--- config.mk ---
export PLATFORM = sky130hd
export DESIGN_NAME = crc8_checksum_frame_parser_unit
export DESIGN_NICKNAME = d
export VERILOG_FILES = /design/src/hw/rtl/crc8cfp_pkg.sv /design/src/hw/rtl/crc8cfp_parser.sv /design/src/hw/rtl/crc8cfp_out_buf.sv /design/src/hw/rtl/crc8_checksum_frame_parser_unit.sv
export SDC_FILE = /design/constraint.sdc
export NUM_CORES = 1
export LEC_CHECK = 0
export ABC_AREA = 1
export BUFFER_PORTS_ARGS = -buffer_cell sky130_fd_sc_hd__buf_2
export CORE_ASPECT_RATIO = 0.8
export CORE_UTILIZATION = 55
export CTS_BUF_LIST = sky130_fd_sc_hd__clkbuf_8
export DETAILED_ROUTE_END_ITERATION = 8
export PLACE_DENSITY = 0.84
export SLEW_MARGIN = 40
export SYNTH_ARGS = -nofsm -noshare
export SYNTH_HDL_FRONTEND = slang
export SYNTH_SLANG_ARGS = --single-unit
--- constraint.sdc ---
create_clock -name i_clk -period 4.7 [get_ports i_clk]
set_clock_uncertainty 0.1 [all_clocks]
set_input_delay 0.47 -clock i_clk [delete_from_list [all_inputs] [get_ports i_clk]]
set_output_delay 0.47 -clock i_clk [all_outputs]
set_load 0.01 [all_outputs]
--- src/hw/rtl/crc8cfp_pkg.sv ---
// Package for the sync-header CRC-8 / checksum frame parser: types, constants, helpers.
package crc8cfp_pkg;

    localparam int MAX_FRAME_BYTES = 1024;
    localparam int HEADER_BYTES    = 7;

    localparam int BYTE_W = 8;
    localparam int LEN_W  = 16;
    localparam int CNT_W  = $clog2(MAX_FRAME_BYTES + 1);
    localparam int SUM_W  = LEN_W + 1;
    localparam int CMP_W  = LEN_W + 1;
    localparam int CFG_IDX_W = 2;

    localparam logic [BYTE_W-1:0] CRC_POLY = 8'h07;

    localparam logic [BYTE_W-1:0] SYNC_FIRST_RST  = 8'hAA;
    localparam logic [BYTE_W-1:0] SYNC_SECOND_RST = 8'h55;
    localparam logic [BYTE_W-1:0] VERSION_RST     = 8'h01;

    typedef enum logic [CFG_IDX_W-1:0] {
        CFG_SYNC_FIRST  = 2'd0,
        CFG_SYNC_SECOND = 2'd1,
        CFG_VERSION     = 2'd2
    } t_cfg_idx;

    typedef enum logic [3:0] {
        PH_SYNC1  = 4'd0,
        PH_SYNC2  = 4'd1,
        PH_LEN1   = 4'd2,
        PH_LEN2   = 4'd3,
        PH_VER    = 4'd4,
        PH_RECV   = 4'd5,
        PH_CRC    = 4'd6,
        PH_SENDER = 4'd7,
        PH_ATTR   = 4'd8,
        PH_DATA   = 4'd9,
        PH_CK1    = 4'd10,
        PH_CK2    = 4'd11
    } t_phase;

    typedef struct packed {
        logic [BYTE_W-1:0] sync_first;
        logic [BYTE_W-1:0] sync_second;
        logic [BYTE_W-1:0] version;
    } t_cfg;

    typedef struct packed {
        logic              data_valid;
        logic [BYTE_W-1:0] data_byte;
        logic              frame_end;
        logic              frame_good;
        logic [BYTE_W-1:0] receiver_id;
        logic [BYTE_W-1:0] sender_id;
        logic [BYTE_W-1:0] attribute;
        logic [LEN_W-1:0]  body_length;
    } t_result;

    // CRC-8, MSB first, one byte
    function automatic logic [BYTE_W-1:0] crc8_step(input logic [BYTE_W-1:0] crc,
                                                     input logic [BYTE_W-1:0] b);
        logic [BYTE_W-1:0] v;
        v = crc ^ b;
        for (int i = 0; i < BYTE_W; i++) begin
            if (v[BYTE_W-1]) begin
                v = (v << 1) ^ CRC_POLY;
            end else begin
                v = v << 1;
            end
        end
        return v;
    endfunction

    // one's-complement add with end-around carry fold
    function automatic logic [SUM_W-1:0] sum_fold(input logic [SUM_W-1:0] acc,
                                                  input logic [LEN_W-1:0] v);
        logic [SUM_W:0] s;
        s = {1'b0, acc} + {2'b00, v};
        return SUM_W'({2'b00, s[LEN_W-1:0]} + {{(SUM_W-1){1'b0}}, s[SUM_W:LEN_W]});
    endfunction

endpackage

--- src/hw/rtl/crc8cfp_parser.sv ---
// Frame parser state machine with header CRC and body checksum datapath.
module crc8cfp_parser (
    input  logic                          i_clk,
    input  logic                          i_rst_n,
    input  logic                          i_req,
    input  logic [7:0]                    i_rx_byte,
    input  crc8cfp_pkg::t_cfg             i_cfg,
    output crc8cfp_pkg::t_result          o_result
);
    import crc8cfp_pkg::*;

    t_phase             r_phase, n_phase;
    logic [LEN_W-1:0]   r_len, n_len;
    logic [CNT_W-1:0]   r_cnt, n_cnt;
    logic [BYTE_W-1:0]  r_crc, n_crc;
    logic [SUM_W-1:0]   r_sum, n_sum;
    logic [BYTE_W-1:0]  r_hi, n_hi;
    logic               r_odd, n_odd;
    logic [BYTE_W-1:0]  r_cklo, n_cklo;
    logic [BYTE_W-1:0]  r_recv, n_recv;
    logic [BYTE_W-1:0]  r_send, n_send;
    logic [BYTE_W-1:0]  r_attr, n_attr;

    logic               body_ovf;
    logic               body_last;
    logic [CNT_W-1:0]   cnt_inc;
    logic [BYTE_W-1:0]  crc_next;
    logic [SUM_W-1:0]   sum_pair;
    logic [SUM_W-1:0]   sum_final;
    logic [LEN_W-1:0]   total;
    t_result            res;

    assign cnt_inc   = r_cnt + CNT_W'(1);
    assign body_ovf  = (r_cnt >= CNT_W'(MAX_FRAME_BYTES));
    assign body_last = (CMP_W'(cnt_inc) == ({1'b0, r_len} + CMP_W'(HEADER_BYTES)));
    assign crc_next  = crc8_step(r_crc, i_rx_byte);
    assign sum_pair  = sum_fold(r_sum, {r_hi, i_rx_byte});
    assign sum_final = r_odd ? sum_fold(r_sum, {{BYTE_W{1'b0}}, r_hi}) : r_sum;
    assign total     = ~sum_final[LEN_W-1:0];

    // next phase
    always_comb begin
        n_phase = r_phase;
        unique case (r_phase)
            PH_SYNC1:  n_phase = (i_rx_byte == i_cfg.sync_first) ? PH_SYNC2 : PH_SYNC1;
            PH_SYNC2:  n_phase = (i_rx_byte == i_cfg.sync_second) ? PH_LEN1 : PH_SYNC1;
            PH_LEN1:   n_phase = PH_LEN2;
            PH_LEN2:   n_phase = PH_VER;
            PH_VER:    n_phase = (i_rx_byte == i_cfg.version) ? PH_RECV : PH_SYNC1;
            PH_RECV:   n_phase = PH_CRC;
            PH_CRC:    n_phase = (i_rx_byte == r_crc) ? PH_SENDER : PH_SYNC1;
            PH_SENDER: n_phase = body_ovf ? PH_SYNC1 : (body_last ? PH_CK1 : PH_ATTR);
            PH_ATTR:   n_phase = body_ovf ? PH_SYNC1 : (body_last ? PH_CK1 : PH_DATA);
            PH_DATA:   n_phase = body_ovf ? PH_SYNC1 : (body_last ? PH_CK1 : PH_DATA);
            PH_CK1:    n_phase = PH_CK2;
            PH_CK2:    n_phase = PH_SYNC1;
            default:   n_phase = PH_SYNC1;
        endcase
    end

    // datapath and result
    always_comb begin
        n_len  = r_len;
        n_cnt  = r_cnt;
        n_crc  = r_crc;
        n_sum  = r_sum;
        n_hi   = r_hi;
        n_odd  = r_odd;
        n_cklo = r_cklo;
        n_recv = r_recv;
        n_send = r_send;
        n_attr = r_attr;
        res.data_valid = 1'b0;
        res.data_byte  = '0;
        res.frame_end  = 1'b0;
        res.frame_good = 1'b0;
        unique case (r_phase)
            PH_SYNC1: begin
                if (i_rx_byte == i_cfg.sync_first) begin
                    n_crc = crc8_step('0, i_rx_byte);
                    n_cnt = CNT_W'(1);
                    n_sum = '0;
                    n_hi  = '0;
                    n_odd = 1'b0;
                end
            end
            PH_SYNC2, PH_VER: begin
                if ((r_phase == PH_SYNC2 && i_rx_byte == i_cfg.sync_second) ||
                    (r_phase == PH_VER && i_rx_byte == i_cfg.version)) begin
                    n_crc = crc_next;
                    n_cnt = cnt_inc;
                end
            end
            PH_LEN1, PH_LEN2, PH_RECV: begin
                n_crc = crc_next;
                n_cnt = cnt_inc;
                if (r_phase == PH_LEN1) begin
                    n_len = {{(LEN_W-BYTE_W){1'b0}}, i_rx_byte};
                end else if (r_phase == PH_LEN2) begin
                    n_len = {i_rx_byte, r_len[BYTE_W-1:0]};
                end else begin
                    n_recv = i_rx_byte;
                end
            end
            PH_CRC: begin
                if (i_rx_byte == r_crc) begin
                    n_cnt = cnt_inc;
                end
            end
            PH_SENDER, PH_ATTR, PH_DATA: begin
                if (body_ovf) begin
                    res.frame_end = 1'b1;
                end else begin
                    n_cnt = cnt_inc;
                    if (r_odd) begin
                        n_sum = sum_pair;
                        n_odd = 1'b0;
                    end else begin
                        n_hi  = i_rx_byte;
                        n_odd = 1'b1;
                    end
                    if (r_phase == PH_SENDER) begin
                        n_send = i_rx_byte;
                    end else if (r_phase == PH_ATTR) begin
                        n_attr = i_rx_byte;
                    end else begin
                        res.data_valid = 1'b1;
                        res.data_byte  = i_rx_byte;
                    end
                end
            end
            PH_CK1: begin
                n_cklo = i_rx_byte;
            end
            PH_CK2: begin
                n_sum          = sum_final;
                res.frame_end  = 1'b1;
                res.frame_good = (total == {i_rx_byte, r_cklo});
            end
            default: begin
            end
        endcase
        res.receiver_id = n_recv;
        res.sender_id   = n_send;
        res.attribute   = n_attr;
        res.body_length = n_len;
    end

    assign o_result = res;

    always_ff @(posedge i_clk) begin
        if (!i_rst_n) begin
            r_phase <= PH_SYNC1;
            r_len   <= '0;
            r_cnt   <= '0;
            r_crc   <= '0;
            r_sum   <= '0;
            r_hi    <= '0;
            r_odd   <= 1'b0;
            r_cklo  <= '0;
            r_recv  <= '0;
            r_send  <= '0;
            r_attr  <= '0;
        end else if (i_req) begin
            r_phase <= n_phase;
            r_len   <= n_len;
            r_cnt   <= n_cnt;
            r_crc   <= n_crc;
            r_sum   <= n_sum;
            r_hi    <= n_hi;
            r_odd   <= n_odd;
            r_cklo  <= n_cklo;
            r_recv  <= n_recv;
            r_send  <= n_send;
            r_attr  <= n_attr;
        end
    end

    a_data_stays_in_body: assert property (@(posedge i_clk) disable iff (!i_rst_n)
        i_req && r_phase == PH_DATA && res.data_valid |=>
            r_phase == PH_DATA || r_phase == PH_CK1)
        else $error("data byte did not leave parser in data or checksum phase");

    a_ck2_ends_frame: assert property (@(posedge i_clk) disable iff (!i_rst_n)
        i_req && r_phase == PH_CK2 |-> res.frame_end ##1 r_phase == PH_SYNC1)
        else $error("checksum close did not end frame and return to hunt");

    a_good_needs_end: assert property (@(posedge i_clk) disable iff (!i_rst_n)
        res.frame_good |-> res.frame_end && !res.data_valid)
        else $error("frame_good without frame_end");

    a_count_bounded: assert property (@(posedge i_clk) disable iff (!i_rst_n)
        i_req && body_ovf && (r_phase == PH_DATA || r_phase == PH_ATTR) |=>
            r_phase == PH_SYNC1 && $stable(r_cnt))
        else $error("overflow abort did not return to hunt");

endmodule

--- src/hw/rtl/crc8cfp_out_buf.sv ---
// Two-entry output buffer decoupling result stall from input stall.
module crc8cfp_out_buf (
    input  logic                  i_clk,
    input  logic                  i_rst_n,
    input  logic                  i_push,
    input  crc8cfp_pkg::t_result  i_data,
    output logic                  o_full,
    output logic                  o_valid,
    input  logic                  i_stall,
    output crc8cfp_pkg::t_result  o_data
);
    import crc8cfp_pkg::*;

    logic [1:0] r_cnt, n_cnt;
    t_result    r_e0;
    t_result    r_e1;
    logic       pop;

    assign pop     = (r_cnt != 2'd0) && !i_stall;
    assign o_full  = r_cnt[1];
    assign o_valid = (r_cnt != 2'd0);
    assign o_data  = r_e0;

    always_comb begin
        n_cnt = r_cnt;
        if (i_push && !pop) begin
            n_cnt = r_cnt + 2'd1;
        end else if (!i_push && pop) begin
            n_cnt = r_cnt - 2'd1;
        end
    end

    always_ff @(posedge i_clk) begin
        if (!i_rst_n) begin
            r_cnt <= 2'd0;
        end else begin
            r_cnt <= n_cnt;
        end
    end

    always_ff @(posedge i_clk) begin
        if (r_cnt == 2'd2 && pop) begin
            r_e0 <= r_e1;
        end else if (i_push && (r_cnt == 2'd0 || (r_cnt == 2'd1 && pop))) begin
            r_e0 <= i_data;
        end
        if (i_push && r_cnt == 2'd1 && !pop) begin
            r_e1 <= i_data;
        end
    end

endmodule

--- src/hw/rtl/crc8_checksum_frame_parser_unit.sv ---
// Top level of the sync-header CRC-8 / checksum frame parser.
// Usage:
//   Input channel: i_valid / o_stall carry one received byte (i_rx_byte) per
//   request. Output channel: o_valid / i_stall carry one result per input
//   request: data byte strobe, frame end and good flags, and the current
//   header and body identifiers and body length.
//   Configuration: i_cfg_we writes i_cfg_data into register i_cfg_idx
//   (0 first sync byte, 1 second sync byte, 2 version); other indexes are
//   ignored. Write only while the block is idle.
//   Output: each result is registered in the output buffer.
//   Throughput: one byte per cycle while o_stall is low; all parsing, CRC-8
//   and checksum update for a byte happen in one pass of logic between
//   parser state and the output buffer.
//   Receiver stall: a two-entry output buffer absorbs results; o_stall rises
//   only while both entries are held.
//   Reset (synchronous, active low): parser hunts the first sync byte, all
//   captured fields read zero, the buffer is empty and the configuration
//   returns to 0xAA, 0x55, 0x01.
module crc8_checksum_frame_parser_unit (
    input  logic        i_clk,
    input  logic        i_rst_n,
    input  logic        i_valid,
    output logic        o_stall,
    input  logic [7:0]  i_rx_byte,
    output logic        o_valid,
    input  logic        i_stall,
    output logic        o_data_valid,
    output logic [7:0]  o_data_byte,
    output logic        o_frame_end,
    output logic        o_frame_good,
    output logic [7:0]  o_receiver_id,
    output logic [7:0]  o_sender_id,
    output logic [7:0]  o_attribute,
    output logic [15:0] o_body_length,
    input  logic        i_cfg_we,
    input  logic [1:0]  i_cfg_idx,
    input  logic [7:0]  i_cfg_data
);
    import crc8cfp_pkg::*;

    t_cfg    r_cfg;
    t_result parse_res;
    t_result out_res;
    logic    buf_full;
    logic    req;

    assign o_stall = buf_full;
    assign req     = i_valid && !buf_full;

    always_ff @(posedge i_clk) begin
        if (!i_rst_n) begin
            r_cfg.sync_first  <= SYNC_FIRST_RST;
            r_cfg.sync_second <= SYNC_SECOND_RST;
            r_cfg.version     <= VERSION_RST;
        end else if (i_cfg_we) begin
            unique case (t_cfg_idx'(i_cfg_idx))
                CFG_SYNC_FIRST:  r_cfg.sync_first  <= i_cfg_data;
                CFG_SYNC_SECOND: r_cfg.sync_second <= i_cfg_data;
                CFG_VERSION:     r_cfg.version     <= i_cfg_data;
                default: begin
                end
            endcase
        end
    end

    crc8cfp_parser u_parser (
        .i_clk     (i_clk),
        .i_rst_n   (i_rst_n),
        .i_req     (req),
        .i_rx_byte (i_rx_byte),
        .i_cfg     (r_cfg),
        .o_result  (parse_res)
    );

    crc8cfp_out_buf u_out_buf (
        .i_clk   (i_clk),
        .i_rst_n (i_rst_n),
        .i_push  (req),
        .i_data  (parse_res),
        .o_full  (buf_full),
        .o_valid (o_valid),
        .i_stall (i_stall),
        .o_data  (out_res)
    );

    assign o_data_valid  = out_res.data_valid;
    assign o_data_byte   = out_res.data_byte;
    assign o_frame_end   = out_res.frame_end;
    assign o_frame_good  = out_res.frame_good;
    assign o_receiver_id = out_res.receiver_id;
    assign o_sender_id   = out_res.sender_id;
    assign o_attribute   = out_res.attribute;
    assign o_body_length = out_res.body_length;

endmodule
; ---- Yosys cells after proc, flatten, opt, wreduce, memory -nomap -nowiden
; Index checks and enable logic that the tools add are counted.
[word_totals]
reg_bits = 225
inputBits = 23
output_inout_bits = 53
[classes]
add_sub_neg = 8
order_cmp = 1
eq_ne = 28
n_mux = 84
bitwise_logic = 18
reduce_logical = 41
[ops]
columns = operator, count
row1 = 2-to-1 mux 8 bit, 29
row2 = 2-to-1 mux 51 bit, 2
row3 = 2-to-1 mux 17 bit, 4
row4 = one-hot mux 11 bit (5 select lines), 1
row5 = 2-to-1 mux 3 bit, 18
row6 = one-hot mux 17 bit (3 select lines), 1
row7 = 2-to-1 mux 16 bit, 3
row8 = NOT 3 bit, 16
row9 = 2-to-1 mux 11 bit, 4
row10 = one-hot mux 4 bit (10 select lines), 1
row11 = 2-to-1 mux 9 bit, 4
row12 = adder 16 x 2 -> 17 bit, 2
row13 = equality test 8 bit, 4
row14 = one-hot mux 8 bit (3 select lines), 1
row15 = adder 17 x 16 -> 18 bit, 1
row16 = adder 17 x 8 -> 18 bit, 1
row17 = adder 16 x 3 -> 17 bit (second input constant), 1
row18 = equality test 11 x 17 -> 1 bit, 1
row19 = equality test 16 bit, 1
row20 = equality test 4 x 3 -> 1 bit (second input constant), 4
row21 = equality test 4 bit (second input constant), 4
row22 = NOT 16 bit, 1
row23 = one-hot mux 8 bit (2 select lines), 1
row24 = AND reduction 6 bit, 2
row25 = other kinds (28), 73

; ---- Depth between registers and ports, before layout
; Gate-level depths: netlist of run 1.
[depth]
word_depth = 32
depth_mapped = 30

; ---- Hierarchy
; A second synthesis of run 1 with hierarchy kept.
[hier_totals]
hier_cells = 1807
hier_area_um2 = 13439.1
[modules_own_cells]
columns = mod, n_inst, cells_each, area_per_inst_um2, seq_area_each_um2
row1 = crc8cfp_parser, 1, 1366, 8484.4, 1941.9
row2 = crc8cfp_out_buf, 1, 300, 3967.6, 3103.0
row3 = crc8_checksum_frame_parser_unit, 1, 141, 987.2, 480.5

; ---- Least setup slack after synthesis of run 1
; No wires, ideal clock.
[synth_timing]
kind = input port to flip-flop
startpoint = in i_valid
endpoint = reg u_out_buf.r_e0, in the netlist u_out_buf.o_data[0] (enable)
t_arrival_ns = 3.660
setup_slack_ns = 0.457
stages = 5
path_buffers = 1
path_cell_list = nand2_1 > inv_1 > buf_2 > nand2_1 > o221ai_1
[synth_between]
elab_chain_cells = 3
[synth_lines]
columns = item, line_no
row1 = from (decl), crc8_checksum_frame_parser_unit.sv:22  ; input logic i_valid,
row2 = logical AND 1 bit, crc8_checksum_frame_parser_unit.sv:48  ; assign req = i_valid && !buf_full;
row3 = via req, crc8_checksum_frame_parser_unit.sv:45  ; logic req;
row4 = logical AND 1 bit, crc8cfp_out_buf.sv:44  ; end else if (i_push && (r_cnt == 2'd0 || (r_cnt == 2'd1 && pop))) begin
row5 = nonzero test 2 bit (no line), n/a
row6 = to (signal assigned), crc8cfp_out_buf.sv:43  ; r_e0 <= r_e1;
row7 = to (signal assigned), crc8cfp_out_buf.sv:45  ; r_e0 <= i_data;
row8 = to (decl), crc8cfp_out_buf.sv:15  ; t_result r_e0;
; The timed path passes the listed nets, and every way through them passes these cells.
; A chain may end at the register's enable or synchronous reset.

; ---- Final worst setup path of run 1
[layout_timing]
startpoint = reg u_parser.r_sum[1]
endpoint = reg u_out_buf.r_e0, in the netlist u_out_buf.o_data[40], data pin
[layout_between]
elab_chain_cells = 8
[layout_lines]
columns = item, line_no
row1 = from (decl), crc8cfp_parser.sv:16  ; logic [SUM_W-1:0] r_sum, n_sum;
row2 = from (signal assigned), crc8cfp_parser.sv:169  ; r_sum <= n_sum;
row3 = adder 17 x 8 -> 18 bit, crc8cfp_pkg.sv:77  ; s = {1'b0, acc} + {2'b00, v};
row4 = adder 16 x 2 -> 17 bit, crc8cfp_pkg.sv:78  ; return SUM_W'({2'b00, s[LEN_W-1:0]} + {{(SUM_W-1){1'b0}}, s[SUM_W:LEN_W]});
row5 = 2-to-1 mux 17 bit (*), crc8cfp_parser.sv:38  ; assign sum_final = r_odd ? sum_fold(r_sum, {{BYTE_W{1'b0}}, r_hi}) : r_sum;
row6 = NOT 16 bit (*), crc8cfp_parser.sv:39  ; assign total = ~sum_final[LEN_W-1:0];
row7 = equality test 16 bit (*), crc8cfp_parser.sv:138  ; res.frame_good = (total == {i_rx_byte, r_cklo});
row8 = 2-to-1 mux 1 bit (*), crc8cfp_parser.sv:77  ; unique case (r_phase)
row9 = 2-to-1 mux 51 bit (*), crc8cfp_out_buf.sv:44
row10 = 2-to-1 mux 51 bit (*), crc8cfp_out_buf.sv:42  ; if (r_cnt == 2'd2 && pop) begin
; Every way passes the cells marked *; elsewhere a longest branch is shown, timed or not. The select of a mux whose other input is x is not followed.

==> results of run 1 <==
[synth_stat cells (all sizes together), types with 2 or more instances]
cell and count:
a21oi 100, a32oi 2, o21bai 3, or2 8, o211ai 7, xnor2 47
and2 2, o22ai 9, a21boi 5, dfxtp 123, nand4 28, inv 242
o21ai 151, edfxtp 102, xor2 45, a31oi 8, clkinv 3, nand3 125
nand2 515, buf 13, nor4 4, fa 4, nand3b 2, clkbuf 42
nor3 16, ha 38, nor2 182, a211oi 2, a22oi 5, o31ai 2
[worst max-delay path, stage by stage, from the launching register on]
cell     delay, ns
dfxtp_1       0.49
inv_1         0.16
fa_1          0.44
inv_1         0.12
nand3_1       0.13
nand2_2       0.12
nand2_2       0.07
a21oi_1       0.16
xor2_1        0.20
ha_1          0.21
fa_1          0.42
nand2_1       0.08
o21ai_0       0.14
nand2_1       0.10
nand3_1       0.07
nor2_1        0.08
o21a_1        0.13
nand3_1       0.07
nor2_1        0.09
nand2_1       0.06
nor2_1        0.14
nand2_1       0.07
nor2_1        0.10
nand2_1       0.05
nor2_1        0.09
nand3_1       0.08
a21oi_1       0.17
[logic make-up (layout without fill, tap and decap cells)]
logic type               count (synthesis)  in the layout
flip-flops                             225            225
AND/OR/NAND/NOR                        882            882
adder cells (fa/ha/maj)                 42             42
XOR/XNOR                                92             92
buffers and inverters                  300            406
AO/OA/AOI/OAI                          298            298
[layout by cell type (no fill, tap or decap), types with 8 or more instances in the layout]
| master | Yosys | layout |
|---|---|---|
| a21oi_1 | 98 | 98 |
| a31oi_1 | 8 | 8 |
| buf_2 | 11 | 74 |
| buf_4 | 0 | 22 |
| clkbuf_8 | 0 | 43 |
| dfxtp_1 | 123 | 121 |
| edfxtp_1 | 102 | 102 |
| ha_1 | 38 | 36 |
| inv_1 | 233 | 248 |
| inv_2 | 9 | 9 |
| nand2_1 | 499 | 497 |
| nand2_2 | 14 | 16 |
| nand3_1 | 117 | 117 |
| nand3_2 | 8 | 8 |
| nand4_1 | 27 | 27 |
| nor2_1 | 165 | 160 |
| nor2_2 | 12 | 16 |
| nor3_1 | 16 | 14 |
| o21ai_0 | 147 | 147 |
| o22ai_1 | 9 | 9 |
| xnor2_1 | 47 | 47 |
| xor2_1 | 45 | 45 |
[worst paths after layout]
kind                                                       from                              end  slack, ns  cells past startpoint
worst min register to register  u_parser.r_cklo[4]$_SDFFE_PN0P_  u_parser.r_cklo[4]$_SDFFE_PN0P_       0.38                      2
worst min-delay path                              i_cfg_data[2]           r_cfg[10]$_SDFFE_PN1P_       0.11                      3
worst max-delay path             u_parser.r_sum[1]$_SDFFE_PN0P_   u_out_buf.o_data[40]$_DFFE_PP_       0.37                     26
worst max register to register   u_parser.r_sum[1]$_SDFFE_PN0P_   u_out_buf.o_data[40]$_DFFE_PP_       0.37                     26
[state kept, by name, indices dropped and copies added (netlist names)]
| signal | flops |
|---|---|
| r_cfg | 24 |
| u_out_buf.o_data | 51 |
| u_out_buf.r_cnt | 2 |
| u_out_buf.r_e1 | 51 |
| u_parser.r_attr | 8 |
| u_parser.r_cklo | 8 |
| u_parser.r_cnt | 11 |
| u_parser.r_crc | 8 |
| u_parser.r_hi | 8 |
| u_parser.r_len | 16 |
| u_parser.r_odd | 1 |
| u_parser.r_phase | 4 |
| u_parser.r_recv | 8 |
| u_parser.r_send | 8 |
| u_parser.r_sum | 17 |
[report_power, final]
part           switching (mW)  internal [mW]
sequential              0.101           2.47
clock                   0.783          0.892
combinational           0.843          0.388
total                    1.73           3.75
[repair_timing]
action                                 in CTS  in global routing
setup endpoints to repair                   0                  3
gates resized for setup                     0                  6
endpoints found under the hold margin       0                  0
[area by class of cell]
cell class                      instances  share of cell area (%)
Inverter                              245                    6.18
Sequential cell                       225                    37.1
Timing Repair Buffer                   96                    3.59
Tap cell                              312                    2.62
Clock buffer                           43                    3.97
Multi-Input combinational cell       1314                    45.7
Clock inverter                         22                   0.831
[per-stage QoR]
stage | TNS, ns | power [mW] | hold WS, ns | area [sq um]
after global placement | 0 | 3.77 | 0.356 | 14100
after CTS | 0 | 5.49 | 0.0924 | 14900
after floorplan | 0 | 3.40 | 0.344 | 13400
final | 0 | 5.48 | 0.112 | 14900
after global routing | -0.00129 | 5.75 | 0.107 | 14900
after detailed placement | 0 | 3.83 | 0.369 | 14100
[routing by layer]
metal	GRT usage, %	up-vias
met5	0	-
met4	11.3	0
met3	5.63	120
met2	46.4	695
met1	42.1	5926
li1	-	6133
==> flow_summary.yaml, run 1 <==
floorplan:
  dieHeight_microns: 142
  core-area_sq_um: 23600
  dieArea_sq_um: 25000
  fp-row-count: 50
  die_x_microns: 177
  start_util_pct: 56.7
  ios: 76
sta:
  fmax_ghz: 0.231
  finalMaxSlewViolations: 0
  timing.final.ws_setup_ns: 0.369
  finalSetupViolCount: 0
  tightest_slew_ns: 0.792
  max_slew_margin_pct: 47.0
  fin_crit_ns: 4.33
  layout_worst_path_cycle_share_pct: 92.1
  hold_violations: 0
logic_synthesis:
  ys.flop_type: "dfxtp_1"
  synth_top_family_by_area: "simple AND/OR/NAND/NOR gates"
  yosys.area.top_type: "edfxtp_1"
  synth-edff-count: 102
  yosys_register_bits: 225
  synth-compound-area-share_pct: 12.0
  syn-num-nets: 1904
  netlist_instances: 1839
  synth_top_area_share_pct: 22.8
  synth_cell_types: 49
  yosys.area_share.simple_pct: 28.1
  synth_area_leaders: "edfxtp_1 23%, dfxtp_1 18%, nand2_1 14%"
  synthAdderAreaFrac_pct: 4.14
  synthMuxAreaShare_pct: 0
  synthXorXnorAreaFrac_pct: 6.01
  ys_seq_area_share_pct: 41.2
  avgSynthCellArea_sq_um: 7.29
  ys_warn_count: 0
  synth.cell_area_sq_um: 13400
  ys_async_sr_fraction_pct: 0
power_and_ir_drop:
  powerDensity_nw_per_um2: 368
  leakagePower_nw: 6.81
  peakVddDrop_uv: 351
detailed_routing:
  dr.pass1.iters: 9
  drt-met1-wl_microns: 15500
  avgViaCountPerCell: 5.70
  via_count: 12874
  routed_wl_microns: 37500
  drtIter0Drc: 1571
  drtAntennaViolNets: 0
  dr_wl_met2_microns: 16500
  top_layer: "met4"
  met3_wirelength_microns: 4250
  drc: 0
  wl_per_cell_microns: 16.6
grt:
  track_usage_pct: 30.1
  grt_overflow: 0
  grt_start_max_net_pins: 80
  grt_pass1_vias: 11915
  antenna_found_initial: 0
  grt_pass1_wl_microns: 59700
final_layout:
  syn2layout_area_growth_pct: 11.1
  final_nets: 1984
  n_fill_cell: 2016
  register_area_sq_um: 5530
  multi_input_area_sq_um: 6810
  n_antenna_cell: 0
  drive_gt1_share_pct: 11.4
  final_core_util_pct: 63.0
  instances_no_fill: 2257
clock_tree:
  ctsHoldBuffers: 0
  post_cts_buffers: 0
  cts_max_path_buffers: 3
  clkSlewWorstSetupHoldPaths_ns: 0.06
  cts_made_buffers: 37
  cts_num_sinks: 225
  cts_tree: "built"
  cts_root_buffer: "clkbuf_8"
  htreeDepth: 2
  clk_latency_ns: 0.54
setup_path:
  path_max_fanout: 4
  endpoint_kind: "register"
  critPathKind: "register to register"
  crit_required_ns: 4.96
  startpoint_type: "register"
  critPathArrivalTime_ns: 4.59
place:
  post-place-ws_ns: 0.267
  gp_congestion: 1.00
  dp.cells: 2192
  port_buffers: 75
  dp_hpwl_microns: 26800
outcome:
  status: "finished, final reports clean"
flow_run:
  drv_cap: 0
min_path:
  hold_path_class: "input pin to register"
(Power assumes the default switching activity.)
==> run 2, diff against run 1 <==
--- a/config.mk
+++ b/config.mk
@@ -7,11 +7,13 @@
 export LEC_CHECK = 0
 export ABC_AREA = 1
 export BUFFER_PORTS_ARGS = -buffer_cell sky130_fd_sc_hd__buf_2
+export CELL_PAD_IN_SITES_DETAIL_PLACEMENT = 1
+export CELL_PAD_IN_SITES_GLOBAL_PLACEMENT = 1
 export CORE_ASPECT_RATIO = 0.8
-export CORE_UTILIZATION = 55
+export CORE_UTILIZATION = 47
 export CTS_BUF_LIST = sky130_fd_sc_hd__clkbuf_8
 export DETAILED_ROUTE_END_ITERATION = 8
-export PLACE_DENSITY = 0.84
+export PLACE_DENSITY = 0.94
 export SLEW_MARGIN = 40
 export SYNTH_ARGS = -nofsm -noshare
 export SYNTH_HDL_FRONTEND = slang
==> run 2 against run 1 <==
Effect of this change:
- combinational power increased by 12%
- worst hold slack got worse by 0.045 ns
- count of clock-buffer cells in the layout decreased by 4
- clock power increased by 5%
- register-to-register slack about the same
- die area increased by 17%
- maximum frequency decreased by 0.12%
- sequential power increased by 2%
- setup slack got worse by 0.0053 ns
- flip-flop and latch count unchanged
- largest cell class unchanged
==> flow_summary.yaml, run 2 (same netlist as run 1, synthesis figures left out) <==
sta:
  fmax_ghz: 0.231
  tightest_slew_ns: 0.806
  fin_crit_ns: 4.34
  layout_worst_path_cycle_share_pct: 92.3
  finalSetupViolCount: 0
  finalMaxSlewViolations: 0
  max_slew_margin_pct: 46.0
  fin_setup_tns_ns: 0
  hold_violations: 0
  rsz0062_at_grt: "false"
setup_path:
  endpoint_kind: "register"
  crit_required_ns: 5.05
  path_max_fanout: 4
  r2r_cells: 25
  critPathArrivalTime_ns: 4.68
  worstReg2RegEnd: "u_parser.r_sum[12]$_SDFFE_PN0P_"
  startpoint_type: "register"
  rr_startpoint: "u_parser.r_sum[7]$_SDFFE_PN0P_"
  reg2reg_slack_ns: 0.36
  critPathKind: "register to register"
final_layout:
  final_area_sq_um: 15000
  layout_commonest_cell: "nand2_1"
  final_nets: 1991
  n_fill_cell: 3519
  n_antenna_cell: 0
  instances_no_fill: 2315
  syn2layout_area_growth_pct: 11.8
  drive_gt1_share_pct: 11.7
  final_cell_mix: "497 x nand2_1, 243 x inv_1, 159 x nor2_1"
detailed_routing:
  wl_per_cell_microns: 22.5
  avgViaCountPerCell: 5.95
  drtIter0Drc: 1246
  routed_wl_microns: 52100
  drc: 0
  drtAntennaViolNets: 0
  dr.pass1.iters: 6
  via_count: 13784
floorplan:
  die_x_microns: 191
  dieArea_sq_um: 29200
  start_util_pct: 48.5
  ios: 76
  dieHeight_microns: 153
  core-area_sq_um: 27600
  fp-row-count: 54
place:
  dp.cells: 2251
  dp_hpwl_microns: 35400
  gp_congestion: 0.933
  port_buffers: 75
  dpl_cell_area_sq_um: 14300
power_and_ir_drop:
  peakVddDrop_uv: 335
  leakagePower_nw: 6.82
  powerDensity_nw_per_um2: 384
  p_total_mw: 5.76
grt:
  grt_pass1_vias: 14513
  grt_pass1_wl_microns: 80900
  antenna_found_initial: 1
  track_usage_pct: 35.8
  grt_overflow: 0
  grt_start_max_net_pins: 58
clock_tree:
  htreeDepth: 2
  cts_root_buffer: "clkbuf_8"
  clkSlewWorstSetupHoldPaths_ns: 0.06
  cts_tree: "built"
  cts_max_path_buffers: 3
  cts_made_buffers: 37
  cts_num_sinks: 225
  clk_latency_ns: 0.57
min_path:
  min_to: "r_cfg[17]$_SDFFE_PN1P_"
  hold_start: "i_cfg_data[1]"
  hold_depth: 3
  hold_path_class: "input pin to register"
flow_run:
  drv_cap: 0
outcome:
  status: "finished, final reports clean"
-- run 2: cell types whose count changed in the layout (fill, tap and decap cells not counted), sizes merged --
cell	delta
inv	-4
clkinv	+4
clkinvlp	+2
bufinv	+1
buf	+7
clkbuf	-4
-- run 2: how the worst max path moves through the flow --
| stage | depth (start not counted) | from | slack [ns] | to |
|---|---|---|---|---|
| after floorplan | 5 | i_valid | 0.46 | u_out_buf.o_data[0]$_DFFE_PP_ |
| after global placement | 31 | i_rx_byte[0] | 0.32 | u_parser.r_sum[12]$_SDFFE_PN0P_ |
| after detailed placement | 27 | u_parser.r_sum[0]$_SDFFE_PN0P_ | 0.24 | u_out_buf.o_data[40]$_DFFE_PP_ |
| after CTS | 27 | u_parser.r_sum[0]$_SDFFE_PN0P_ | 0.14 | u_out_buf.o_data[40]$_DFFE_PP_ |
| after global routing | 30 | u_parser.r_sum[0]$_SDFFE_PN0P_ | 0.02 | u_parser.r_sum[12]$_SDFFE_PN0P_ |
| final | 25 | u_parser.r_sum[7]$_SDFFE_PN0P_ | 0.36 | u_parser.r_sum[12]$_SDFFE_PN0P_ |
-- run 2: metal layers --
layer	wire length, microns	GRT usage (%)
met1	21200	45.9
met2	24000	57.4
met3	4220	6.66
met4	2730	18.6
met5	0	0
-- run 2: area by class of cell --
| type | count | area (sq um) | share of cell area (%) |
|---|---|---|---|
| Multi-Input combinational cell | 1314 | 6800 | 45.3 |
| Sequential cell | 225 | 5530 | 36.9 |
| Inverter | 245 | 920 | 6.13 |
| Timing Repair Buffer | 103 | 588 | 3.92 |
| Clock buffer | 39 | 537 | 3.58 |
| Tap cell | 364 | 455 | 3.04 |
| Clock inverter | 25 | 165 | 1.10 |
-- run 2: worst max-delay path, stage by stage, from the launching register on --
cell	delay, ns
dfxtp_1	0.54
ha_1	0.25
inv_1	0.05
o21ai_0	0.22
a21boi_0	0.15
nand3_1	0.23
nand3_1	0.11
o211ai_1	0.15
nand2_1	0.08
a21oi_1	0.35
inv_1	0.13
fa_1	0.46
nor2_1	0.13
inv_1	0.06
nor2_1	0.17
nand3_1	0.14
nor2_2	0.13
nand2_1	0.09
inv_2	0.09
nand4_1	0.12
nor2_1	0.13
nand2_1	0.06
nand3_1	0.08
nand3_1	0.08
nand2_1	0.09
inv_1	0.04
-- run 2: power by group --
group	total (mW)	leakage (nW)	switching [mW]	internal, mW
registers	2.62	1.97	0.142	2.48
clock network	1.75	0.399	0.870	0.883
logic	1.38	4.45	0.993	0.388
total	5.76	6.82	2.01	3.75
-- run 2: metrics by stage --
step / util (%) / hold WS [ns] / worst slack (ns)
2_1_floorplan: - / 0.344 / 0.457
3_3_place_gp: 51.6 / 0.360 / 0.315
6_report: 54.2 / 0.0669 / 0.364
4_1_cts: 54.2 / 0.0564 / 0.142
3_5_place_dp: 51.6 / 0.373 / 0.239
5_1_grt: 54.2 / 0.0803 / 0.0158
-- run 2: what timing repair did --
action                     in CTS  in global routing
hold buffers                    0                  0
setup endpoints to repair       0                  3
buffers inserted                0                  0
gates resized for setup         0                  7
